--- src/rtl/core/doit_pkg.sv ---
// shared types, constants and key compare functions for the interval table
package doit_pkg;

   localparam int DEPTH  = 64;
   localparam int SLOT_W = $clog2(DEPTH);
   localparam int RANK_W = SLOT_W + 1;

   typedef enum logic [1:0] {
      REQ_INSERT = 2'd0,
      REQ_DELETE = 2'd1,
      REQ_LOOKUP = 2'd2,
      REQ_SPARE  = 2'd3
   } req_kind_type;

   typedef enum logic [2:0] {
      ST_OK       = 3'd0,
      ST_FULL     = 3'd1,
      ST_DUP      = 3'd2,
      ST_NOTFOUND = 3'd3,
      ST_BADRANK  = 3'd4
   } status_type;

   typedef struct packed {
      logic [1:0]  req_type;
      logic [15:0] start_pos;
      logic [15:0] end_pos;
      logic        has_end;
      logic [15:0] attr_type;
      logic [15:0] entry_id;
      logic [6:0]  rank_in;
   } req_type_type;

   typedef struct packed {
      logic [2:0] status;
      logic [6:0] start_rank;
      logic [6:0] end_rank;
      logic [6:0] entry_count;
   } rsp_type;

   typedef struct packed {
      logic [15:0] s;
      logic [15:0] e;
      logic [15:0] t;
      logic [15:0] id;
   } key_type;

   typedef enum logic [3:0] {
      FSM_IDLE,
      FSM_DEL_RD,
      FSM_DEL_KEY,
      FSM_SRCH_RD,
      FSM_SRCH_KEY,
      FSM_SRCH_CMP,
      FSM_CHK_RD,
      FSM_CHK_KEY,
      FSM_DECIDE,
      FSM_SLOT,
      FSM_SHIFT_RD,
      FSM_SHIFT_WR,
      FSM_DONE
   } fsm_type;

   // a strictly before b in the start order
   function automatic logic less_start(key_type a, key_type b);
      logic r;
      if (a.s != b.s) r = a.s < b.s;
      else if (a.e != b.e) r = a.e > b.e;
      else if (a.t != b.t) r = a.t > b.t;
      else r = a.id < b.id;
      return r;
   endfunction

   // a strictly before b in the end order
   function automatic logic less_end(key_type a, key_type b);
      logic r;
      if (a.e != b.e) r = a.e < b.e;
      else if (a.s != b.s) r = a.s > b.s;
      else if (a.t != b.t) r = a.t < b.t;
      else r = a.id > b.id;
      return r;
   endfunction

endpackage

--- src/rtl/core/doit_key_store.sv ---
// entry key memory indexed by slot, registered read
module doit_key_store (
   input  logic                       clock,
   input  logic                       wr_en,
   input  logic [doit_pkg::SLOT_W-1:0] wr_slot,
   input  doit_pkg::key_type          wr_key,
   input  logic [doit_pkg::SLOT_W-1:0] rd_slot,
   output doit_pkg::key_type          rd_key
);
   doit_pkg::key_type mem [doit_pkg::DEPTH];
   doit_pkg::key_type rd_key_ff;

   always_ff @(posedge clock) begin
      if (wr_en) begin
         mem[wr_slot] <= wr_key;
      end
      rd_key_ff <= mem[rd_slot];
   end

   assign rd_key = rd_key_ff;
endmodule

--- config.mk ---
export PLATFORM = sky130hd
export DESIGN_NAME = doit_key_store
export DESIGN_NICKNAME = d
export VERILOG_FILES = /design/src/rtl/core/doit_pkg.sv /design/src/rtl/core/doit_key_store.sv
export SDC_FILE = /design/constraint.sdc
export NUM_CORES = 2
export LEC_CHECK = 0
export BUFFER_PORTS_ARGS = -buffer_cell sky130_fd_sc_hd__buf_2
export CAP_MARGIN = 20
export CORE_MARGIN = 1
export CORE_UTILIZATION = 40
export DETAILED_ROUTE_END_ITERATION = 6
export PLACE_DENSITY = 0.6
export SYNTH_ARGS = -nofsm -noshare
export SYNTH_HDL_FRONTEND = slang
export SYNTH_SLANG_ARGS = --single-unit
--- constraint.sdc ---
create_clock -name clock -period 9.1 [get_ports clock]
set_input_delay 2.73 -clock clock [delete_from_list [all_inputs] [get_ports clock]]
set_output_delay 2.73 -clock clock [all_outputs]
set_load 0.01 [all_outputs]
Yosys cells after proc, flatten, opt, wreduce, memory -nomap -nowiden

Memories as Yosys holds them, arrays and structs flattened. A register that Yosys moved wholly into a read port is not among the register bits.
Index checks and enable logic that the tools add are counted.
Widths: inputs -> output; s select.

Bits in registers: 0
Memories: 1
Input port bits: 78
RAM bits: 4096

Mux-type cells: 2

Memory list:

| memory | words | width | read ports | clocked after memory_dff | wr ports | RTL line             | RTL |
|---|---|---|---|---|---|---|---|
| mem    | 64    | 64    | 1          | 1                        | 1        | doit_key_store.sv:10 | `doit_pkg::key_type mem [doit_pkg::DEPTH];` |

Operators with widths:

| kind   | count |
|---|---|
| $mux 1 | 2 |

Depth between registers and ports, before layout

Depth in word-level cells: 2
Mapped depth: 9
Depth with buffers taken out: 5

Least setup slack after synthesis

Ideal clock, no wire load.

Path kind: input to register
Start point: in wr_slot[3] (netlist name)
End point: mem mem[48][0] (netlist name) (enable)
Data required time: 8.536 ns
Setup slack: 0.934 ns
Arrival time: 7.602 ns
Stages on the path: 4
Library setup time: 0.564 ns
Cells stage by stage: clkbuf_1 nor2b_1 nand4b_1 nor3_1

RTL lines:

| what        | RTL line             | RTL |
|---|---|---|
| from (decl) | doit_key_store.sv:5  | `input logic [doit_pkg::SLOT_W-1:0] wr_slot,` |
| to (decl)   | doit_key_store.sv:10 |  |

No word-level cell before the write port.

==> reports/results.txt <==
Status - finished with violations
Failing checks - DRC
Final setup fails - 0
Required time worst endpoint - 9.91 ns
Die width - 627 um
Die footprint - 0.393 mm^2
H-tree depth - 5
Setup TNS - 0 ns
Flop2flop setup slack - 6.78 ns
Grt ovf - 0
RR Startpoint - mem[55][9]
Metal3 WL - 34500 um
Via density - 5.98
Sink Count - 4160
Cell variety after synth - 33
Initial DRC Count - 9581
Layout cells sized above 1 - 0.285
GPL Wtd Cong - 0.782
Maxcap violations - 0
Drc violations - 9
Crit start category - primary input
Hold_buf cts - 0
Largest fanout on the critical path - 79
Slew headroom - 0.192
Post-synthesis cell area - 0.156 mm^2
Initial antenna violation count - 47
Final ANT Viol Nets - 0
Clk buf depth - 4
Chip height - 627 um
Largest net degree at the start of global routing - 107
Fmax - 0.187 GHz
Worst slew pin tran - 1.21 ns
Setup crit start - rd_slot[0]
Final net count - 7108
Drt first pass iters - 7
Final worst-path cycle share - 0.587
#FFs+latches synth - 4160
Worst clock skew - 0.0563 ns
CP max-delay cell - mux4_2
Critical path type - in -> reg
Total Wirelength - 443000 um
RSZ-0062 raised after global routing - no
Slowest Stage Delay on Critical Path - 0.56 ns
Cells after synthesis - 6598
CTS buffer count - 412
IO Count - 142
R2r endpoint - rd_key[9]
Syn Nets - 6676
Critical Path Sink Type - flip-flop
Pwr Density - 224 mW/mm^2
Worst R2R Path Depth - 5
Critical Path AT - 6.15 ns
Syn avg cell area - 23.7 um^2
Worst-Skew Late Latency - 0.98 ns
Crit path max-delay family - buffers and inverters
Post-synthesis sequential area ratio - 0.795
Worst vdd ir - 0.175 mV
CTS root buf - clkbuf_16
Num rows - 229
First-pass GRT wire length - 612000 um
Crit-path most repeated cell - buf_12
M1 wire length - 174000 um
Final Hold Fails - 0
Vias in the first global route - 75917
End of the critical path - rd_key[14]
Max-slew violation count - 0
Met2 wire length - 221000 um
Cells resized by post-CTS repair - 0
Setup repair bufs after CTS - 0
Synth Warn # - 0
CTS tree - built
Layout area overhead - 14.2%
Cells along the critical path - buf_12 > buf_12 > buf_12 > mux4_2 > nor2b_1 > a211oi_1 > o22ai_1 > and3_1
Dpl cells - 11784
Leak - 0.0552 uW
Worst hold path class - reg -> reg
Non-filler cells, final - 12598
GRT Resource Usage Total - 0.223
Post-DP HPWL - 239000 um
Core Region - 0.389 mm^2
CTS clk-pin slew, worst paths - 0.06 ns
Port Buffers - 141
Worst Path Buf+Inv - 3
Max Used Layer - met5
WP depth - 8
Tmin final - 5.34 ns
Starting Density - 0.402
WL/cell - 35.1 um
Via count - 75308
placed cells by master, fill, tap and decap left out, drive strengths merged, types with 33 or more instances in the layout:
| cell | Yosys | layout |
|---|---|---|
| mux4 | 1024 | 1024 |
| nand2 | 58 | 58 |
| nand3 | 45 | 45 |
| o221ai | 38 | 38 |
| a22oi | 168 | 168 |
| nor2 | 112 | 112 |
| and3 | 64 | 64 |
| mux2i | 135 | 135 |
| a22o | 88 | 88 |
| dfxtp | 64 | 64 |
| a211oi | 63 | 63 |
| clkbuf | 140 | 530 |
| clkinv | 0 | 172 |
| o22ai | 83 | 83 |
| buf | 230 | 388 |
| inv | 19 | 33 |
| edfxtp | 4096 | 4096 |
where the power goes:
| part | total [uW] | switching, uW | internal (uW) |
|---|---|---|---|
| sequential | 21300 | 121 | 21200 |
| clock | 16800 | 7260 | 9530 |
| combinational | 1870 | 1180 | 687 |
| total | 40000 | 8560 | 31400 |
how the worst min path moves through the flow:
| stage | depth (start not counted) | to | start |
|---|---|---|---|
| after global placement | 4 | rd_key[61] | mem[7][61] |
| after CTS | 4 | rd_key[12] | mem[60][12] |
| after detailed placement | 4 | rd_key[62] | mem[63][62] |
| final | 4 | rd_key[12] | mem[63][12] |
| after floorplan | 4 | rd_key[61] | mem[30][61] |
| after global routing | 4 | rd_key[12] | mem[60][12] |
registers in the layout, summed over array words and instances (netlist names):
signal and count:
mem 4096, rd_key 64
kinds of logic after synthesis:
group,count (synthesis),synth area share
DFF,4160,0.795
muxes,1159,0.156
AOI/OAI and AO/OA,504,0.0248
buffers and inverters,389,0.0118
and+or+nand+nor,386,0.0124
worst min-delay path, cell delays in order, from the launching register on:
cell	delay (ns)
edfxtp_1	0.31
mux4_2	0.22
a22oi_1	0.06
nand3_1	0.09
and3_1	0.15
synth_stat cells (all sizes together):
master,instances,share of area
mux2i,135,0.0086
nand3b,2,0.000096
o221ai,38,0.0021
and3,64,0.0026
nand2b,11,0.00044
or3,29,0.0012
a41oi,26,0.0015
a211oi,63,0.0030
nand3,45,0.0014
o22ai,83,0.0033
a31o,1,0.000056
clkbuf,140,0.0034
nand4b,1,0.000056
nand2,58,0.0014
inv,19,0.00046
or2,28,0.0011
buf,230,0.0080
mux4,1024,0.15
a22oi,168,0.0081
and2,3,0.00012
nor2b,28,0.0011
a31oi,18,0.00072
dfxtp,64,0.0082
nor2,112,0.0027
edfxtp,4096,0.79
a2bb2oi,19,0.0011
or3b,1,0.000056
a22o,88,0.0049
nor3,2,0.000064
nand4,2,0.000080
metrics by stage:
stage                     hold WS [ns]  utilization  worst slack, ns  power, uW  cell area [um^2]
after floorplan                  0.788            -            0.934      22700            156000
after global placement           0.829        0.423             2.81      23600            164000
after detailed placement         0.838        0.423             2.82      23600            165000
after CTS                        0.831        0.457             3.80      40200            178000
after global routing             0.868        0.459             3.64      41000            179000
final                            0.830        0.459             3.76      40000            179000
cell type report:
type	count	area [um^2]
Timing Repair Buffer	388	3580
Fill cell	32104	211000
Sequential cell	4160	124000
Inverter	19	71.3
Antenna cell	26	65.1
Tap cell	5197	6500
Clock buffer	530	11100
Multi-Input combinational cell	2049	30800
Clock inverter	229	2180
metal layers:
layer,GRT usage,up-vias
met5,0,-
met4,0.0692,16
met1,0.303,41661
met3,0.0345,659
met2,0.372,3545
li1,-,29427
Power figures use the tool's default switching activity.
