## config.mk

```make
export PLATFORM = sky130hd
export DESIGN_NAME = doit_order_list
export DESIGN_NICKNAME = d
export VERILOG_FILES = /design/src/rtl/core/doit_pkg.sv /design/src/rtl/core/doit_order_list.sv
export SDC_FILE = /design/constraint.sdc
export NUM_CORES = 1
export LEC_CHECK = 0
export BUFFER_PORTS_ARGS = -buffer_cell sky130_fd_sc_hd__buf_4
export CORE_AREA = 2 2 157 159
export CTS_BUF_LIST = sky130_fd_sc_hd__clkbuf_2 sky130_fd_sc_hd__clkbuf_4 sky130_fd_sc_hd__clkbuf_8
export DETAILED_ROUTE_END_ITERATION = 7
export DIE_AREA = 0 0 159 161
export PLACE_DENSITY_LB_ADDON = 0.3
export SYNTH_ARGS = -nofsm -noshare
export SYNTH_HDL_FRONTEND = slang
export SYNTH_SLANG_ARGS = --single-unit
```

## constraint.sdc

```tcl
create_clock -name clock -period 2.2 [get_ports clock]
set_input_delay 0.44 -clock clock [delete_from_list [all_inputs] [get_ports clock]]
set_output_delay 0.44 -clock clock [all_outputs]
set_load 0.1 [all_outputs]
```

## src/rtl/core/doit_pkg.sv

```systemverilog
// shared types, constants and key compare functions for the interval table
package doit_pkg;

   localparam int DEPTH  = 64;
   localparam int SLOT_W = $clog2(DEPTH);
   localparam int RANK_W = SLOT_W + 1;

   typedef enum logic [1:0] {
      REQ_INSERT = 2'd0,
      REQ_DELETE = 2'd1,
      REQ_LOOKUP = 2'd2,
      REQ_SPARE  = 2'd3
   } req_kind_type;

   typedef enum logic [2:0] {
      ST_OK       = 3'd0,
      ST_FULL     = 3'd1,
      ST_DUP      = 3'd2,
      ST_NOTFOUND = 3'd3,
      ST_BADRANK  = 3'd4
   } status_type;

   typedef struct packed {
      logic [1:0]  req_type;
      logic [15:0] start_pos;
      logic [15:0] end_pos;
      logic        has_end;
      logic [15:0] attr_type;
      logic [15:0] entry_id;
      logic [6:0]  rank_in;
   } req_type_type;

   typedef struct packed {
      logic [2:0] status;
      logic [6:0] start_rank;
      logic [6:0] end_rank;
      logic [6:0] entry_count;
   } rsp_type;

   typedef struct packed {
      logic [15:0] s;
      logic [15:0] e;
      logic [15:0] t;
      logic [15:0] id;
   } key_type;

   typedef enum logic [3:0] {
      FSM_IDLE,
      FSM_DEL_RD,
      FSM_DEL_KEY,
      FSM_SRCH_RD,
      FSM_SRCH_KEY,
      FSM_SRCH_CMP,
      FSM_CHK_RD,
      FSM_CHK_KEY,
      FSM_DECIDE,
      FSM_SLOT,
      FSM_SHIFT_RD,
      FSM_SHIFT_WR,
      FSM_DONE
   } fsm_type;

   // a strictly before b in the start order
   function automatic logic less_start(key_type a, key_type b);
      logic r;
      if (a.s != b.s) r = a.s < b.s;
      else if (a.e != b.e) r = a.e > b.e;
      else if (a.t != b.t) r = a.t > b.t;
      else r = a.id < b.id;
      return r;
   endfunction

   // a strictly before b in the end order
   function automatic logic less_end(key_type a, key_type b);
      logic r;
      if (a.e != b.e) r = a.e < b.e;
      else if (a.s != b.s) r = a.s > b.s;
      else if (a.t != b.t) r = a.t < b.t;
      else r = a.id > b.id;
      return r;
   endfunction

endpackage

```

## src/rtl/core/doit_order_list.sv

```systemverilog
// one rank list of slot numbers, registered read
module doit_order_list (
   input  logic                       clock,
   input  logic                       wr_en,
   input  logic [doit_pkg::SLOT_W-1:0] wr_addr,
   input  logic [doit_pkg::SLOT_W-1:0] wr_data,
   input  logic [doit_pkg::SLOT_W-1:0] rd_addr,
   output logic [doit_pkg::SLOT_W-1:0] rd_data
);
   logic [doit_pkg::SLOT_W-1:0] mem [doit_pkg::DEPTH];
   logic [doit_pkg::SLOT_W-1:0] rd_data_ff;

   always_ff @(posedge clock) begin
      if (wr_en) begin
         mem[wr_addr] <= wr_data;
      end
      rd_data_ff <= mem[rd_addr];
   end

   assign rd_data = rd_data_ff;
endmodule

```

# Yosys cells after proc, flatten, opt, wreduce, memory -nomap -nowiden
# Memories as Yosys holds them, arrays and structs flattened. A register that Yosys moved wholly into a read port is not among the register bits.
# Cells that the tools add are included.
dict set report op_classes {
  addsub 0
  multipliers 0
  div 0
  magnitude_cmp 0
  eq_ne 0
  shifts 0
  mux 2
  bitwise 0
  n_reduce_logical 0
}
# cell n
set op_table {}
lappend op_table {{$mux 1} 2}
dict set report word_totals {
  ff_bits 0
  latchBits 0
  ramBits 384
  mem_bits_ro 0
  memories 1
}
# name depth word_bits rd rd_clocked_by_memory_dff write_ports line
set mem_list {}
lappend mem_list {mem 64 6 1 1 1 doit_order_list.sv:10} ;# logic [doit_pkg::SLOT_W-1:0] mem [doit_pkg::DEPTH];

# Logic depth before layout (Yosys ltp)
dict set report depth {
  ltp_word 2
  ltp_mapped 7
}

# Least setup slack after synthesis
# No wires, ideal clock.
dict set report synth_timing {
  kind {input-to-reg}
  from {input rd_addr[0] in the netlist's numbering}
  to {register rd_data_ff (netlist bit rd_data[0]), read port of mem}
  setup_ns 0.117
  t_arrival_ns 1.868
  t_required_ns 2.083
  slack_ns 0.214
  cell_stages 7
  path_cell_list {buf_6 buf_6 buf_4 mux4_2 o22ai_1 o21ai_1 a32o_1}
}
# item line
set synth_lines {}
lappend synth_lines {{from (decl)} doit_order_list.sv:7} ;# input logic [doit_pkg::SLOT_W-1:0] rd_addr,
lappend synth_lines {{to (decl)} doit_order_list.sv:11} ;# logic [doit_pkg::SLOT_W-1:0] rd_data_ff;

==> impl_metrics.toml <==
[outcome]
status = "finished clean"

[global_routing]
grt_max_degree = 65
grt_first_pass_wirelength_mm = 49.1
gr-total-overflow = 0
grt_pass1_vias = 8012
antenna_found_initial = 0
grtUsageTotal_pct = 26.1

[critical_path]
critical_path_class = "reg -> reg"
cp-end-kind = "flop"
cp.arrival_ps = 2320
crit_required_ps = 2680
r2r_end = "rd_data[5]$_DFF_P_"
crit_fanout = 1
regToRegSetupSlack_ps = 360
reg2reg_depth = 5
rr_startpoint = "mem[43][5]$_DFFE_PP_"
cp-start-kind = "flop"

[yosys]
ys_types = 37
yosysMostFrequentCell = "edfxtp_1"
ys_seq_area_share_pct = 76.5
synth_top_area_share_pct = 75.7
synth_ff_type = "edfxtp_1"
synth_fp_nets = 740
synth_seq_cells = 390
synthArstFlopShare_pct = 0
yosys_warnings = 0
avgSynthCellArea_um2 = 21.1
synth_cells = 720
synth_top_area_cell = "edfxtp_1"
yosys-top-cells-count = "384 x edfxtp_1, 87 x mux4_2, 67 x nor2_1, 16 x clkbuf_1, 15 x mux2i_1"
syn_area_um2 = 15200
synthTopCellsByArea = "edfxtp_1 76%, mux4_2 13%, nor2_1 1.7%"
synth-edff-count = 384

[die]
std_cell_rows = 57
fp.dieH_um = 161
die_x_um = 159
coreArea_um2 = 24000
pin_count = 26
dieArea_um2 = 25600
start_util_pct = 63.5

[sta]
rsz0062_at_grt = "no"
fmax_mhz = 544
finClkSkew_ps = 13.9
hold_viol_final = 0
slew_violations = 0
slew_headroom_pct = 53.0
tightest_slew_ps = 705
finalSetupViolations = 0
post-route-period-util_pct = 83.6
fin_crit_ps = 1840
hold_ws_ps = 207

[cts]
clock-sinks = 390
clk_path_buf_depth = 3
clk_latency_ps = 610
cts_tree = "done"
root_buffer = "clkbuf_8"
post_cts_resized = 0
cts_buffers = 59
clkSlewWorstSetupHoldPaths_ps = 60
htreeDepth = 2
cts_setup_buffers = 0
ctsHoldBuffers = 0

[placement]
port_buffers = 25
placedCellCount = 1122
place.gp.congestion = 0.864
hpwl_mm = 20.3

[min_path]
worstHoldEndpoint = "rd_data[3]$_DFF_P_"
hold_start = "rd_addr[5]"
hold_depth = 2
hold_path.class = "in -> reg"

[power_and_ir_drop]
ir_drop_uv = 790
leakagePower_nw = 5.81
cellPowerDensity_nw_per_um2 = 906

[flow_run]
drv_cap = 0

[routing]
wl_per_cell_um = 26.1
drt_iter0_drc = 894
postRouteWirelength_mm = 32.2
via_per_inst = 6.37
ant_nets = 0
drc = 0
dr.pass1.iters = 5
vias = 7854

[layout]
final_nets = 879
stdcell_count = 1233
area_delta_synth_final_pct = 16.4
drive_gt1_share_pct = 34.4
antenna_cells = 0
-- metrics by stage --
step | setup slack (ps) | utilization, % | TNS, ps | total power [mW] | area, um^2
finish | 361 | 74.0 | 0 | 16.1 | 17700
global route | 373 | 74.0 | 0 | 16.5 | 17700
CTS | 373 | 74.0 | 0 | 16.1 | 17700
detailed placement | -66.4 | 68.1 | -79.3 | 9.31 | 16300
global placement | -35.0 | 68.1 | -35.0 | 9.28 | 16300
floorplan | 214 | - | 0 | 8.95 | 15200
-- report_power, final --
| group | switching, mW | total [mW] | leakage [nW] | internal [mW] |
|---|---|---|---|---|
| logic | 0.575 | 0.907 | 1.60 | 0.333 |
| registers | 0.0292 | 8.25 | 3.51 | 8.23 |
| clock network | 2.75 | 6.90 | 0.711 | 4.16 |
-- cell usage in the layout, fill, tap and decap left out, types with 11 or more instances in the layout --
cell type / instances
clkinv_1: 16
mux4_2: 87
mux2i_1: 15
edfxtp_1: 384
nor2_1: 67
buf_4: 111
bufinv_16: 12
o22ai_1: 12
clkbuf_4: 13
clkbuf_8: 59
nand3_1: 11
-- registers in the layout, indices dropped and copies added, names as in the netlist --
signal,count
rd_data,6
mem,384
-- worst max-delay path, stage by stage (launching register included) --
cell and delay, ps:
edfxtp_1 370, mux4_2 460, nor2b_1 150, a211oi_1 370
a21oi_1 110, a32o_1 270
-- worst max path at each step --
stage,start,endpoint,slack [ps],depth (start not counted)
2_1_floorplan,rd_addr[0],rd_data[0]$_DFF_P_,210,7
4_1_cts,rd_data[3]$_DFF_P_,rd_data[3],370,1
3_5_place_dp,rd_addr[1],rd_data[3]$_DFF_P_,-70,6
6_report,mem[43][5]$_DFFE_PP_,rd_data[5]$_DFF_P_,360,5
3_3_place_gp,rd_addr[1],rd_data[3]$_DFF_P_,-40,6
5_1_grt,mem[40][5]$_DFFE_PP_,rd_data[5]$_DFF_P_,370,5
-- cell families (layout without fill, tap and decap cells) --
group | after synthesis | in the layout | share of synthesized area, %
flip-flops | 390 | 390 | 76.5
buffers and inverters | 39 | 228 | 1.65
multiplexers | 117 | 117 | 15.6
AO/OA/AOI/OAI | 54 | 54 | 2.60
AND/OR/NAND/NOR | 120 | 120 | 3.67
-- layer usage --
| metal | global-route usage (%) | wire (um) | vias to the layer above |
|---|---|---|---|
| met3 | 5.03 | 2830 | 90 |
| met2 | 41.7 | 15700 | 446 |
| li1 | - | - | 3305 |
| met1 | 36.7 | 12500 | 4013 |
| met4 | 10.3 | 1140 | 0 |
| met5 | 0 | 0 | - |
-- area by class of cell --
| type | instances | area, um^2 |
|---|---|---|
| fill | 1311 | 6240 |
| multi-input combinational | 291 | 3320 |
| timing repair buffer | 117 | 945 |
| clock buffer | 72 | 910 |
| sequential | 390 | 11700 |
| clock inverter | 39 | 490 |
| tap | 324 | 405 |
Power figures use the tool's default switching activity.
